File: config.mk
export PLATFORM = sky130hd
export DESIGN_NAME = feedback_ringout_controller
export DESIGN_NICKNAME = d
export VERILOG_FILES = /design/src/hw/rtl/frc_pkg.sv /design/src/hw/rtl/frc_core.sv /design/src/hw/rtl/feedback_ringout_controller.sv
export SDC_FILE = /design/constraint.sdc
export NUM_CORES = 1
export LEC_CHECK = 0
export ABC_AREA = 1
export ABC_CLOCK_PERIOD_IN_PS = 4800
export BUFFER_PORTS_ARGS = -buffer_cell sky130_fd_sc_hd__buf_2
export CAP_MARGIN = 20
export CORE_MARGIN = 2
export CORE_UTILIZATION = 36
export CTS_CLUSTER_SIZE = 28
export DETAILED_ROUTE_END_ITERATION = 7
export SLEW_MARGIN = 20
export SYNTH_ARGS = -nofsm -noshare
export SYNTH_HDL_FRONTEND = slang
export SYNTH_SLANG_ARGS = --single-unit
export TNS_END_PERCENT = 100
File: constraint.sdc
create_clock -name clk -period 4.8 [get_ports clk]
set_input_delay 0.96 -clock clk [delete_from_list [all_inputs] [get_ports clk]]
set_output_delay 0.96 -clock clk [all_outputs]
set_load 0.02 [all_outputs]
File: src/hw/rtl/frc_pkg.sv
// ============================================================================
// frc_pkg - shared types and constants of the feedback ring-out controller
// Frame and result item layouts, configuration set, action and stop codes,
// controller phase and the fixed sizes of the analyzer and EQ.
// ============================================================================
package frc_pkg;

	// Analyzer and EQ sizes
	localparam int NUM_BANDS = 32;
	localparam int NUM_BINS  = 100;
	localparam int BAND_W    = 5;
	localparam int BIN_W     = 7;

	// Notch cut applied when a notch is placed, dB x16
	localparam logic signed [15:0] CUT_DEPTH = -16'sd192;

	// Marker for "no bin being confirmed"
	localparam logic [BIN_W-1:0] NO_BIN = 7'd127;

	// Configuration reset values
	localparam logic signed [15:0] START_GAIN_RST     = 16'sd0;
	localparam logic [14:0]        GAIN_STEP_RST      = 15'd16;
	localparam logic signed [15:0] GAIN_CEILING_RST   = 16'sd160;
	localparam logic [14:0]        TARGET_MARGIN_RST  = 15'd0;
	localparam logic [7:0]         SETTLE_LEN_RST     = 8'd4;
	localparam logic [7:0]         CONFIRM_LEN_RST    = 8'd3;
	localparam logic [7:0]         QUIET_LEN_RST      = 8'd8;
	localparam logic [5:0]         NOTCH_LIMIT_RST    = 6'd8;

	// Configuration register indexes
	typedef enum logic [2:0] {
		CFG_START_GAIN     = 3'd0,
		CFG_GAIN_STEP      = 3'd1,
		CFG_GAIN_CEILING   = 3'd2,
		CFG_TARGET_MARGIN  = 3'd3,
		CFG_SETTLE_LEN     = 3'd4,
		CFG_CONFIRM_LEN    = 3'd5,
		CFG_QUIET_LEN      = 3'd6,
		CFG_NOTCH_LIMIT    = 3'd7
	} cfg_idx_t;

	// Result action codes
	typedef enum logic [2:0] {
		ACT_HOLD    = 3'd0,
		ACT_BACKOFF = 3'd1,
		ACT_RAISE   = 3'd2,
		ACT_NOTCH   = 3'd3,
		ACT_DONE    = 3'd4,
		ACT_ABORT   = 3'd5
	} action_t;

	// Stop reason codes
	typedef enum logic [2:0] {
		WHY_NONE    = 3'd0,
		WHY_CEILING = 3'd1,
		WHY_MARGIN  = 3'd2,
		WHY_MAXN    = 3'd3,
		WHY_ABORT   = 3'd4
	} reason_t;

	// Controller phase
	typedef enum logic [1:0] {
		PH_ANALYZE = 2'd0,
		PH_SETTLE  = 2'd1,
		PH_DONE    = 2'd2
	} phase_t;

	// One analysis frame item
	typedef struct packed {
		logic             ring_found;
		logic [BIN_W-1:0] peak_bin;
		logic [BAND_W-1:0] band;
	} frame_t;

	// One result item
	typedef struct packed {
		action_t            action;
		logic signed [15:0] gain_out;
		logic [BAND_W-1:0]  notch_band;
		logic signed [15:0] cut_depth;
		reason_t            stop_reason;
		logic signed [15:0] achieved_margin;
	} result_t;

	// Configuration register set
	typedef struct packed {
		logic signed [15:0] start_gain;
		logic [14:0]        gain_step;
		logic signed [15:0] gain_ceiling;
		logic [14:0]        target_margin;
		logic [7:0]         settle_len;
		logic [7:0]         confirm_len;
		logic [7:0]         quiet_len;
		logic [5:0]         notch_limit;
	} cfg_t;

	// Control from the handshake logic to the controller core
	typedef struct packed {
		logic               step_en;
		logic               gain_load;
		logic signed [15:0] gain_value;
	} core_ctl_t;

endpackage

File: src/hw/rtl/frc_core.sv
// ============================================================================
// frc_core - ring-out decision logic and controller state
// Classifies one registered frame against the controller state, produces the
// result item and updates the state in the same cycle when stepped.
// ============================================================================
module frc_core (
	input  logic                  clk,
	input  logic                  arst_n,
	input  frc_pkg::cfg_t         cfg,
	input  frc_pkg::core_ctl_t    ctl,
	input  frc_pkg::frame_t       frame,
	output frc_pkg::result_t      result
);

	// Outcome of one frame
	typedef enum logic [3:0] {
		FC_DONE,
		FC_BACKOFF,
		FC_SETTLE,
		FC_ABORT,
		FC_TRACK,
		FC_NOTCH,
		FC_QUIET,
		FC_STOP_MAXN,
		FC_STOP_MARGIN,
		FC_STOP_CEIL,
		FC_RAISE
	} frame_case_t;

	frc_pkg::phase_t                    phase_q, phase_d;
	logic [7:0]                         settle_left_q, settle_left_d;
	logic [7:0]                         quiet_run_q, quiet_run_d;
	logic [7:0]                         confirm_run_q, confirm_run_d;
	logic [frc_pkg::BIN_W-1:0]          confirm_target_q, confirm_target_d;
	logic                               backoff_pending_q, backoff_pending_d;
	logic signed [15:0]                 current_gain_q, current_gain_d;
	logic [5:0]                         notch_count_q, notch_count_d;
	logic [frc_pkg::NUM_BANDS-1:0]      band_notched_q, band_notched_d;
	frc_pkg::reason_t                   final_reason_q, final_reason_d;
	logic signed [15:0]                 final_margin_q, final_margin_d;

	frame_case_t                        fc;
	logic [frc_pkg::BAND_W-1:0]         band_c;
	logic [7:0]                         cr_eff, q_eff, cr_next, q_next;
	logic signed [16:0]                 gain_dn, gain_up, margin_w;
	logic signed [15:0]                 gain_backoff, margin_sat;

	// Clamp band, derive run counts and gain arithmetic
	always_comb begin
		if ({1'b0, frame.band} >= (frc_pkg::BAND_W+1)'(frc_pkg::NUM_BANDS)) begin
			band_c = frc_pkg::BAND_W'(frc_pkg::NUM_BANDS - 1);
		end else begin
			band_c = frame.band;
		end

		// leaving settle restarts all runs
		cr_eff = (phase_q == frc_pkg::PH_ANALYZE) ? confirm_run_q : 8'd0;
		q_eff  = (phase_q == frc_pkg::PH_ANALYZE) ? quiet_run_q : 8'd0;

		if (cr_eff != 8'd0 && frame.peak_bin == confirm_target_q) begin
			cr_next = (cr_eff == 8'hFF) ? cr_eff : cr_eff + 8'd1;
		end else begin
			cr_next = 8'd1;
		end
		q_next = (q_eff == 8'hFF) ? q_eff : q_eff + 8'd1;

		gain_dn = {current_gain_q[15], current_gain_q} - $signed({2'b00, cfg.gain_step});
		gain_up = {current_gain_q[15], current_gain_q} + $signed({2'b00, cfg.gain_step});
		margin_w = {current_gain_q[15], current_gain_q} -
			{cfg.start_gain[15], cfg.start_gain};

		// back-off never goes below the start gain
		if (gain_dn < $signed({cfg.start_gain[15], cfg.start_gain})) begin
			gain_backoff = cfg.start_gain;
		end else begin
			gain_backoff = gain_dn[15:0];
		end

		// saturate margin to 16 signed bits
		if (margin_w[16] != margin_w[15]) begin
			margin_sat = margin_w[16] ? 16'sh8000 : 16'sh7FFF;
		end else begin
			margin_sat = margin_w[15:0];
		end
	end

	// Classify the frame
	always_comb begin
		if (phase_q == frc_pkg::PH_DONE) begin
			fc = FC_DONE;
		end else if (backoff_pending_q) begin
			fc = FC_BACKOFF;
		end else if (phase_q == frc_pkg::PH_SETTLE && settle_left_q != 8'd0) begin
			fc = FC_SETTLE;
		end else if (frame.ring_found) begin
			if (band_notched_q[band_c]) begin
				fc = FC_ABORT;
			end else if (cr_next >= cfg.confirm_len) begin
				fc = FC_NOTCH;
			end else begin
				fc = FC_TRACK;
			end
		end else if (q_next < cfg.quiet_len) begin
			fc = FC_QUIET;
		end else if (notch_count_q >= cfg.notch_limit) begin
			fc = FC_STOP_MAXN;
		end else if (cfg.target_margin != 15'd0 &&
				margin_w >= $signed({2'b00, cfg.target_margin})) begin
			fc = FC_STOP_MARGIN;
		end else if (gain_up > $signed({cfg.gain_ceiling[15], cfg.gain_ceiling})) begin
			fc = FC_STOP_CEIL;
		end else begin
			fc = FC_RAISE;
		end
	end

	// Next state
	always_comb begin
		phase_d           = phase_q;
		settle_left_d     = settle_left_q;
		quiet_run_d       = quiet_run_q;
		confirm_run_d     = confirm_run_q;
		confirm_target_d  = confirm_target_q;
		backoff_pending_d = backoff_pending_q;
		current_gain_d    = current_gain_q;
		notch_count_d     = notch_count_q;
		band_notched_d    = band_notched_q;
		final_reason_d    = final_reason_q;
		final_margin_d    = final_margin_q;
		case (fc)
			FC_DONE: begin
			end
			FC_BACKOFF: begin
				backoff_pending_d = 1'b0;
				current_gain_d    = gain_backoff;
				phase_d           = frc_pkg::PH_SETTLE;
				settle_left_d     = cfg.settle_len;
			end
			FC_SETTLE: begin
				settle_left_d = settle_left_q - 8'd1;
			end
			FC_ABORT: begin
				phase_d        = frc_pkg::PH_DONE;
				confirm_run_d  = cr_eff;
				quiet_run_d    = q_eff;
				final_reason_d = frc_pkg::WHY_ABORT;
				final_margin_d = margin_sat;
			end
			FC_TRACK: begin
				phase_d          = frc_pkg::PH_ANALYZE;
				confirm_run_d    = cr_next;
				confirm_target_d = frame.peak_bin;
				quiet_run_d      = 8'd0;
			end
			FC_NOTCH: begin
				phase_d                = frc_pkg::PH_ANALYZE;
				confirm_run_d          = 8'd0;
				confirm_target_d       = frc_pkg::NO_BIN;
				quiet_run_d            = 8'd0;
				band_notched_d[band_c] = 1'b1;
				notch_count_d          = (notch_count_q == 6'h3F) ? notch_count_q
					: notch_count_q + 6'd1;
				backoff_pending_d      = 1'b1;
			end
			FC_QUIET: begin
				phase_d          = frc_pkg::PH_ANALYZE;
				confirm_run_d    = 8'd0;
				confirm_target_d = frc_pkg::NO_BIN;
				quiet_run_d      = q_next;
			end
			FC_STOP_MAXN, FC_STOP_MARGIN, FC_STOP_CEIL: begin
				phase_d          = frc_pkg::PH_DONE;
				confirm_run_d    = 8'd0;
				confirm_target_d = frc_pkg::NO_BIN;
				quiet_run_d      = 8'd0;
				final_margin_d   = margin_sat;
				if (fc == FC_STOP_MAXN) begin
					final_reason_d = frc_pkg::WHY_MAXN;
				end else if (fc == FC_STOP_MARGIN) begin
					final_reason_d = frc_pkg::WHY_MARGIN;
				end else begin
					final_reason_d = frc_pkg::WHY_CEILING;
				end
			end
			FC_RAISE: begin
				confirm_run_d    = 8'd0;
				confirm_target_d = frc_pkg::NO_BIN;
				quiet_run_d      = 8'd0;
				current_gain_d   = gain_up[15:0];
				phase_d          = frc_pkg::PH_SETTLE;
				settle_left_d    = cfg.settle_len;
			end
			default: begin
			end
		endcase
	end

	// Result item
	always_comb begin
		result.action          = frc_pkg::ACT_HOLD;
		result.gain_out        = current_gain_q;
		result.notch_band      = '0;
		result.cut_depth       = 16'sd0;
		result.stop_reason     = final_reason_d;
		result.achieved_margin = final_margin_d;
		case (fc)
			FC_DONE: begin
				result.action = frc_pkg::ACT_DONE;
			end
			FC_BACKOFF: begin
				result.action   = frc_pkg::ACT_BACKOFF;
				result.gain_out = gain_backoff;
			end
			FC_ABORT: begin
				result.action   = frc_pkg::ACT_ABORT;
				result.gain_out = cfg.start_gain;
			end
			FC_NOTCH: begin
				result.action     = frc_pkg::ACT_NOTCH;
				result.notch_band = band_c;
				result.cut_depth  = frc_pkg::CUT_DEPTH;
			end
			FC_STOP_MAXN, FC_STOP_MARGIN, FC_STOP_CEIL: begin
				result.action = frc_pkg::ACT_DONE;
			end
			FC_RAISE: begin
				result.action   = frc_pkg::ACT_RAISE;
				result.gain_out = gain_up[15:0];
			end
			default: begin
			end
		endcase
	end

	// State registers: advance on each stepped frame, reload gain on a start-gain write
	always_ff @(posedge clk or negedge arst_n) begin
		if (!arst_n) begin
			phase_q           <= frc_pkg::PH_ANALYZE;
			settle_left_q     <= 8'd0;
			quiet_run_q       <= 8'd0;
			confirm_run_q     <= 8'd0;
			confirm_target_q  <= frc_pkg::NO_BIN;
			backoff_pending_q <= 1'b0;
			current_gain_q    <= frc_pkg::START_GAIN_RST;
			notch_count_q     <= 6'd0;
			band_notched_q    <= '0;
			final_reason_q    <= frc_pkg::WHY_NONE;
			final_margin_q    <= 16'sd0;
		end else if (ctl.gain_load) begin
			current_gain_q <= ctl.gain_value;
		end else if (ctl.step_en) begin
			phase_q           <= phase_d;
			settle_left_q     <= settle_left_d;
			quiet_run_q       <= quiet_run_d;
			confirm_run_q     <= confirm_run_d;
			confirm_target_q  <= confirm_target_d;
			backoff_pending_q <= backoff_pending_d;
			current_gain_q    <= current_gain_d;
			notch_count_q     <= notch_count_d;
			band_notched_q    <= band_notched_d;
			final_reason_q    <= final_reason_d;
			final_margin_q    <= final_margin_d;
		end
	end

endmodule

File: src/hw/rtl/feedback_ringout_controller.sv
// ============================================================================
// feedback_ringout_controller - feedback ring-out gain and notch sequencer
// Frame-by-frame ring confirmation, notch placement, gain back-off and raise.
// ============================================================================
// Usage:
//  frame channel (frame_valid / frame_stall / frame) carries one analyzer
//  result per frame: ring flag, peak bin and the EQ band of that bin.
//  result channel (result_valid / result_stall / result) returns exactly one
//  item per frame: action, gain to apply, notch band and cut, and the stop
//  reason and achieved margin once the run has finished.
//  cfg_we / cfg_index / cfg_data write the eight setup registers; write them
//  only while no frame is in flight. Writing start_gain also loads the
//  current gain.
//  Path: the frame register loads when a frame is accepted, and the result
//  register loads from it through the decision logic when the frame advances.
//  Throughput: one frame per cycle while no result is stalled; the whole
//  decision is one pass of logic between the frame register and the result
//  register.
//  Reset clears all controller state and returns the registers to defaults.
//  A stalled result holds; the frame register keeps one more frame, and then
//  frame_stall rises until the result is taken.
// ============================================================================
module feedback_ringout_controller (
	input  logic              clk,
	input  logic              arst_n,
	input  logic              frame_valid,
	output logic              frame_stall,
	input  frc_pkg::frame_t   frame,
	output logic              result_valid,
	input  logic              result_stall,
	output frc_pkg::result_t  result,
	input  logic              cfg_we,
	input  logic [2:0]        cfg_index,
	input  logic [15:0]       cfg_data
);

	frc_pkg::cfg_t      cfg_q;
	frc_pkg::frame_t    frame_s1;
	logic               valid_s1;
	logic               out_free;
	logic               advance;
	frc_pkg::core_ctl_t ctl;
	frc_pkg::result_t   result_c;

	// Handshake: result register empty or being taken lets the frame advance
	assign out_free    = !result_valid || !result_stall;
	assign advance     = valid_s1 && out_free;
	assign frame_stall = valid_s1 && !out_free;

	assign ctl.step_en    = advance;
	assign ctl.gain_load  = cfg_we && (cfg_index == frc_pkg::CFG_START_GAIN);
	assign ctl.gain_value = cfg_data;

	// Configuration registers
	always_ff @(posedge clk or negedge arst_n) begin
		if (!arst_n) begin
			cfg_q.start_gain    <= frc_pkg::START_GAIN_RST;
			cfg_q.gain_step     <= frc_pkg::GAIN_STEP_RST;
			cfg_q.gain_ceiling  <= frc_pkg::GAIN_CEILING_RST;
			cfg_q.target_margin <= frc_pkg::TARGET_MARGIN_RST;
			cfg_q.settle_len    <= frc_pkg::SETTLE_LEN_RST;
			cfg_q.confirm_len   <= frc_pkg::CONFIRM_LEN_RST;
			cfg_q.quiet_len     <= frc_pkg::QUIET_LEN_RST;
			cfg_q.notch_limit   <= frc_pkg::NOTCH_LIMIT_RST;
		end else if (cfg_we) begin
			case (cfg_index)
				frc_pkg::CFG_START_GAIN:    cfg_q.start_gain    <= cfg_data;
				frc_pkg::CFG_GAIN_STEP:     cfg_q.gain_step     <= cfg_data[14:0];
				frc_pkg::CFG_GAIN_CEILING:  cfg_q.gain_ceiling  <= cfg_data;
				frc_pkg::CFG_TARGET_MARGIN: cfg_q.target_margin <= cfg_data[14:0];
				frc_pkg::CFG_SETTLE_LEN:    cfg_q.settle_len    <= cfg_data[7:0];
				frc_pkg::CFG_CONFIRM_LEN:   cfg_q.confirm_len   <= cfg_data[7:0];
				frc_pkg::CFG_QUIET_LEN:     cfg_q.quiet_len     <= cfg_data[7:0];
				frc_pkg::CFG_NOTCH_LIMIT:   cfg_q.notch_limit   <= cfg_data[5:0];
				default: begin
				end
			endcase
		end
	end

	// Frame register: load on accept, drop when advanced
	always_ff @(posedge clk or negedge arst_n) begin
		if (!arst_n) begin
			valid_s1 <= 1'b0;
		end else if (frame_valid && !frame_stall) begin
			valid_s1 <= 1'b1;
		end else if (advance) begin
			valid_s1 <= 1'b0;
		end
	end

	always_ff @(posedge clk) begin
		if (frame_valid && !frame_stall) begin
			frame_s1 <= frame;
		end
	end

	frc_core u_core (
		.clk    (clk),
		.arst_n (arst_n),
		.cfg    (cfg_q),
		.ctl    (ctl),
		.frame  (frame_s1),
		.result (result_c)
	);

	// Result register: load on advance, clear once taken
	always_ff @(posedge clk or negedge arst_n) begin
		if (!arst_n) begin
			result_valid <= 1'b0;
		end else if (advance) begin
			result_valid <= 1'b1;
		end else if (!result_stall) begin
			result_valid <= 1'b0;
		end
	end

	always_ff @(posedge clk) begin
		if (advance) begin
			result <= result_c;
		end
	end

endmodule

# Word-level counts from Yosys, hierarchy flattened

Cells that the tools add are included.
W data, S select, Z words.

Input bits: 37
Bits in registers: 273
Logic and storage cells: 168
Output and inout port bits: 61

Order comparisons: 8
Mux-type cells: 42
Bitwise operators: 3
Reduce and logical (&&, ||, !) cells: 53
Eq/ne operators: 25
Add/sub/neg operators: 7

Operators by type and width:

| cell                  | count |
|---|---|
| $mux W16              | 7 |
| $pmux W16 S3          | 1 |
| $pmux W8 S3           | 2 |
| $mux W8               | 5 |
| $sub A16 B16 Y17      | 2 |
| $mux W4               | 8 |
| $or A32 B32 Y32       | 1 |
| $pmux W16 S2          | 1 |
| $reduce_and A3 Y1     | 7 |
| $reduce_and A2 Y1     | 10 |
| $add A16 B16 Y17      | 1 |
| $ge A17 B16 Y1        | 1 |
| $gt A17 B16 Y1        | 1 |
| $lt A17 B16 Y1        | 1 |
| $add A8 B1 Y8 const B | 2 |
| $eq A4 B3 Y1 const B  | 4 |
| $eq A8 B8 Y1 const B  | 2 |
| $pmux W8 S2           | 1 |
| $reduce_bool A8 Y1    | 2 |
| $pmux W3 S5           | 1 |
| $reduce_bool A15 Y1   | 1 |
| $pmux W7 S2           | 1 |
| $eq A3 B3 Y1 const B  | 4 |
| $eq A4 B4 Y1 const B  | 3 |
| other kinds (39)      | 69 |

# Depth between registers and ports, before layout

Depth after elaboration: 16
Gate-level depth with buffers: 36
Mapped depth without buffers: 36

# Modules after synthesis

A second synthesis with hierarchy kept.

Cells, all modules: 2210
Area total of the unflattened synthesis: 17052.6 um^2

Modules (own cells, without submodules):

| module                      | cells each | times used | sequential area each (um^2) | area an instance (um^2) |
|---|---|---|---|---|
| frc_core                    | 1709       | 1          | 2686.3                      | 11139.4 |
| feedback_ringout_controller | 501        | 1          | 4524.3                      | 5913.2 |

# Worst setup path before layout

Ideal clock, no wire load.

Path kind: in2reg
Start: input result_stall
End: register u_core.current_gain_q[2]
Path slack: -455 ps
Stages: 7
Setup time: 69 ps
Arrival: 5186 ps
Data required time: 4731 ps
Cell sequence: a21oi_1 nand2_1 inv_1 clkbuf_1 clkbuf_1 nand3_1 nand3_1

Cells in the longest elaborated chain, start to end: 5

RTL lines:

| element                      | line                              | RTL |
|---|---|---|
| from (decl)                  | feedback_ringout_controller.sv:30 | `input logic result_stall,` |
| $logic_not A1 Y1             | n/a                               |  |
| $logic_or A1 B1 Y1           | feedback_ringout_controller.sv:46 | `assign out_free = !result_valid \|\| !result_stall;` |
| $logic_and A1 B1 Y1          | feedback_ringout_controller.sv:47 | `assign advance = valid_s1 && out_free;` |
| $reduce_bool A2 Y1 (no line) | n/a                               |  |
| $reduce_and A2 Y1 (no line)  | n/a                               |  |
| to (signal assigned)         | frc_core.sv:244                   | `current_gain_q <= frc_pkg::START_GAIN_RST;` |
| to (signal assigned)         | frc_core.sv:250                   | `current_gain_q <= ctl.gain_value;` |
| to (signal assigned)         | frc_core.sv:258                   | `current_gain_q <= current_gain_d;` |
| to (decl)                    | frc_core.sv:36                    | `logic signed [15:0] current_gain_q, current_gain_d;` |

Every way passes these cells.
A chain may end at the register's enable or synchronous reset.

# Final worst setup path

Start: register u_core.current_gain_q[0]
End: register u_core.final_margin_q[7]

Cells in the longest elaborated chain, start to end: 13
Elaborated cells on any way between the ends: 22
Those cells by class: add/sub: 2; order compare: 2; eq/ne: 5; mux: 11; reduce/logical: 2

RTL lines:

| element                                              | line                             | RTL |
|---|---|---|
| $add A16 B16 Y17 or $sub A16 B16 Y17 (tied branches) | frc_core.sv:68, frc_core.sv:69   |  |
| $gt A17 B16 Y1 or $ge A17 B16 Y1 (tied branches)     | frc_core.sv:110, frc_core.sv:108 |  |
| $mux W2 or $logic_and A1 B1 Y1 (tied branches)       | frc_core.sv:110, frc_core.sv:107 |  |
| $mux W4                                              | frc_core.sv:107                  | `end else if (cfg.target_margin != 15'd0 &&` |
| $mux W4                                              | frc_core.sv:105                  | `end else if (notch_count_q >= cfg.notch_limit) begin` |
| $mux W4                                              | frc_core.sv:103                  | `end else if (q_next < cfg.quiet_len) begin` |
| $mux W4                                              | frc_core.sv:95                   | `end else if (frame.ring_found) begin` |
| $mux W4                                              | frc_core.sv:93                   | `end else if (phase_q == frc_pkg::PH_SETTLE && settle_left_q != 8'd0) begin` |
| $mux W4                                              | frc_core.sv:91                   | `end else if (backoff_pending_q) begin` |
| $mux W4                                              | frc_core.sv:89                   | `if (phase_q == frc_pkg::PH_DONE) begin` |
| $eq A4 B2 Y1, or another cell as far along           | frc_core.sv:130                  | `case (fc)` |
| $reduce_or A4 Y1 (no line)                           | n/a                              |  |
| $mux W16 *                                           | frc_core.sv:130                  |  |
| to (signal assigned)                                 | frc_core.sv:262                  | `final_margin_q <= final_margin_d;` |
| to (decl)                                            | frc_core.sv:40                   | `logic signed [15:0] final_margin_q, final_margin_d;` |

Every way passes the cells marked *; elsewhere a longest branch is shown, timed or not.

==> impl_metrics.tcl <==
set metrics [dict create \
    status "complete, no violations" \
    synth_top_family_by_area "simple AND/OR/NAND/NOR gates" \
    ir_drop_mv 0.384 \
    grt_start_max_net_pins 100 \
    tritoncts "built" \
    coreArea_um2 44300 \
    fmax_mhz 213 \
    synth-compound-area-share 0.126 \
    hold_viol_final 0 \
    multi_input_area_um2 8480 \
    holdCritStartpoint "u_core.band_notched_q[13]" \
    wl_mm 47.1 \
    antenna_found_initial 0 \
    numCtsBuffers 30 \
    slew_headroom 0.398 \
    post_drt_wl_per_cell_um 16.4 \
    layoutNonFillerInstCount 2878 \
    startpoint_type "register" \
    synth_area_per_cell_um2 7.84 \
    setup_slack_ns 0.105 \
    yosys.area_share.simple 0.229 \
    drc 0 \
    synth-seq-cells 258 \
    whs_endpoint "u_core.band_notched_q[13]" \
    post-route-min-period_ns 4.69 \
    viasPerCell 4.95 \
    total_power_w 0.0148 \
    synth_cell_types 52 \
    hold-path-cell-count 2 \
    grt_usage 0.196 \
    clock_path_buffers 3 \
    grt_pass1_vias 13700 \
    clock_sinks 258 \
    hold_path.class "register to register" \
    cellPowerDensity_nw_per_um2 740 \
    fp.dieH_um 216 \
    p_leak_nw 9.87 \
    ys_warn_count 0 \
    crit_fanout 13 \
    fin_crit_sh 0.978 \
    pre_cts_slack_ns -0.174 \
    clk_pin_slew_ns 0.06 \
    vias 14200 \
    pin_count 98 \
    muxShareOfSynthArea 0 \
    nFillCells 4373 \
    async_flop_share 0.779 \
    slew_violations 0 \
    ys_seq_area_frac 0.417 \
    maxCapViolations 0 \
    synthCells 2069 \
    timing.rr.end "u_core.final_margin_q[7]" \
    cts_max_level 1 \
    globalRoute.totalOverflow 0 \
    dr.pass1.iters 5 \
    fin_nets 2424 \
    synth_edf_count 57 \
    place.gp.congestion 0.912 \
    skew_ns 0.0120 \
    rsz0062_at_grt "true" \
    start_util 0.366 \
    die_x_um 216 \
    place_hpwl_mm 34.9 \
    rows 77 \
    setup_viol 0 \
    r2r_cells 35 \
    final_common_cell "nand2_1" \
    critPathRequiredTime_ns 5.29 \
    drive_above_1_share 0.196 \
    final-seq-area_um2 6760 \
    grt_pass1_wl_mm 73.4 \
    reg2reg_slack_ns 0.11 \
    clockRootBuffer "clkbuf_16" \
    most-common-layout-cells "525 x nand2_1, 302 x inv_1, 185 x dfrtp_1, 172 x o21ai_0, 113 x ha_1" \
    tightest_slew_ns 0.902 \
    synth.cell_area_um2 16200 \
    cpMaxStageDelayCell "dfrtp_1" \
    die-area_um2 46800 \
    cp_slowest_stage_delay_ns 0.43 \
    r2r-start "u_core.current_gain_q[0]" \
    dp.cells 2796 \
    synth_xor_area_frac 0.0329 \
    area_growth_pct 23.0 \
    synth_fa_ha_area_frac 0.0978 \
    clk_latency_ns 0.59 \
    whs_ns 0.445 \
    ant_nets 0 \
    crit_type "register to register" \
    portBuffers 90 \
    synth_top_flop_cell "dfrtp_1" \
    antenna_cells 0 \
    cp.arrival_ns 5.18 \
    drt_iter0_markers 820 \
    endpoint_kind "register" \
]
==> Yosys cell counts (3+ instances only) <==
library cell	instances	area share
a211oi_1	4	0.0019
a21boi_0	3	0.0014
a21oi_1	97	0.030
a22oi_1	8	0.0037
a31o_2	8	0.0043
a31oi_1	8	0.0031
buf_2	7	0.0022
buf_4	23	0.011
buf_6	5	0.0035
clkbuf_1	33	0.0076
dfrtp_1	186	0.29
dfstp_2	15	0.024
edfxtp_1	57	0.11
fa_1	3	0.0037
ha_1	122	0.094
inv_1	311	0.072
inv_2	5	0.0012
nand2_1	557	0.13
nand2_2	12	0.0046
nand2_4	4	0.0028
nand3_1	108	0.033
nand3_2	6	0.0037
nand4_1	22	0.0085
nor2_1	97	0.022
nor2_2	9	0.0035
nor2_4	4	0.0028
nor3_1	26	0.0080
nor4_1	11	0.0042
o21a_1	5	0.0023
o21ai_0	186	0.057
o21ai_1	29	0.0090
o21bai_1	5	0.0023
o22ai_1	8	0.0031
o31ai_1	3	0.0014
xnor2_1	15	0.0081
xor2_1	46	0.025
==> where the power goes <==
group / leakage [nW] / switching, W / internal, W
registers: 2.94 / 0.000397 / 0.00297
clock network: 0.509 / 0.000967 / 0.00147
logic: 6.42 / 0.00553 / 0.00343
total: 9.87 / 0.00689 / 0.00787
==> flip-flops by register name, indices dropped and copies added, names as in the netlist <==
register and flops:
cfg_q 92, result 44, u_core.band_notched_q 32, u_core.current_gain_q 16
u_core.final_margin_q 16, frame_s1 13, u_core.confirm_run_q 8, u_core.quiet_run_q 8
u_core.settle_left_q 8, u_core.confirm_target_q 7, u_core.notch_count_q 6, u_core.final_reason_q 3
u_core.phase_q 2, result_valid 1, u_core.backoff_pending_q 1, valid_s1 1
==> timing repair <==
item                                    in CTS  in global routing
setup buffers                                4                 13
gates resized for setup                     25                147
gates cloned                                 3                  6
hold buffers                                 0                  0
pin swaps                                   13                 41
endpoints found under the setup margin     132                151
==> area by class of cell <==
type | count | area share
clock buffer | 35 | 0.0386
clock inverter | 21 | 0.0138
timing repair buffer | 222 | 0.0862
multi-input combinational | 1434 | 0.425
sequential | 258 | 0.339
tap | 592 | 0.0371
inverter | 316 | 0.0601
==> through the flow <==
stage	TNS [ns]	cell area (um^2)	utilization
floorplan	0	16200	-
global placement	-3.79	18000	0.405
detailed placement	-9.44	18000	0.405
CTS	0	19200	0.433
global route	-13.42	19900	0.450
finish	0	19900	0.450
==> worst max path at each step <==
stage                                         from                        end  slack [ns]  cells past startpoint
final                     u_core.current_gain_q[0]   u_core.final_margin_q[7]        0.11                     35
after global routing      u_core.current_gain_q[0]   u_core.final_margin_q[9]       -0.19                     36
after CTS                 u_core.current_gain_q[0]  u_core.final_margin_q[14]       0.001                     34
after detailed placement                 cfg_q[61]   u_core.final_margin_q[6]       -0.17                     33
after global placement    u_core.current_gain_q[0]                 result[52]        -0.1                     31
after floorplan                          cfg_q[61]                  result[2]        0.48                     32
==> routing by layer <==
| metal | up-vias | track usage | share of wire | routed length [um] |
|---|---|---|---|---|
| li1 | 7088 | - | - | - |
| met1 | 6717 | 0.270 | 0.46 | 21500 |
| met2 | 365 | 0.314 | 0.45 | 21300 |
| met3 | 76 | 0.0326 | 0.058 | 2740 |
| met4 | 0 | 0.0667 | 0.033 | 1550 |
| met5 | - | 0 | 0 | 0 |
==> logic make-up (layout without fill, tap and decap cells) <==
kind of cell | Yosys count | in the layout
buffers and inverters | 384 | 594
other | 1 | 7
AO/OA/AOI/OAI | 375 | 375
flip-flops | 258 | 258
adder cells (fa/ha/maj) | 125 | 125
XOR/XNOR | 61 | 61
AND/OR/NAND/NOR | 865 | 866
==> worst max-delay path: cells and delay by family (launching register included) <==
kind,cells,cell delay [ns]
AND/OR/NAND/NOR,20,1.82
buffers and inverters,4,0.44
AO/OA/AOI/OAI,7,0.84
flip-flops,1,0.43
adder cells (fa/ha/maj),3,0.88
XOR/XNOR,1,0.19
No activity file was read; power rests on OpenSTA's default activity.
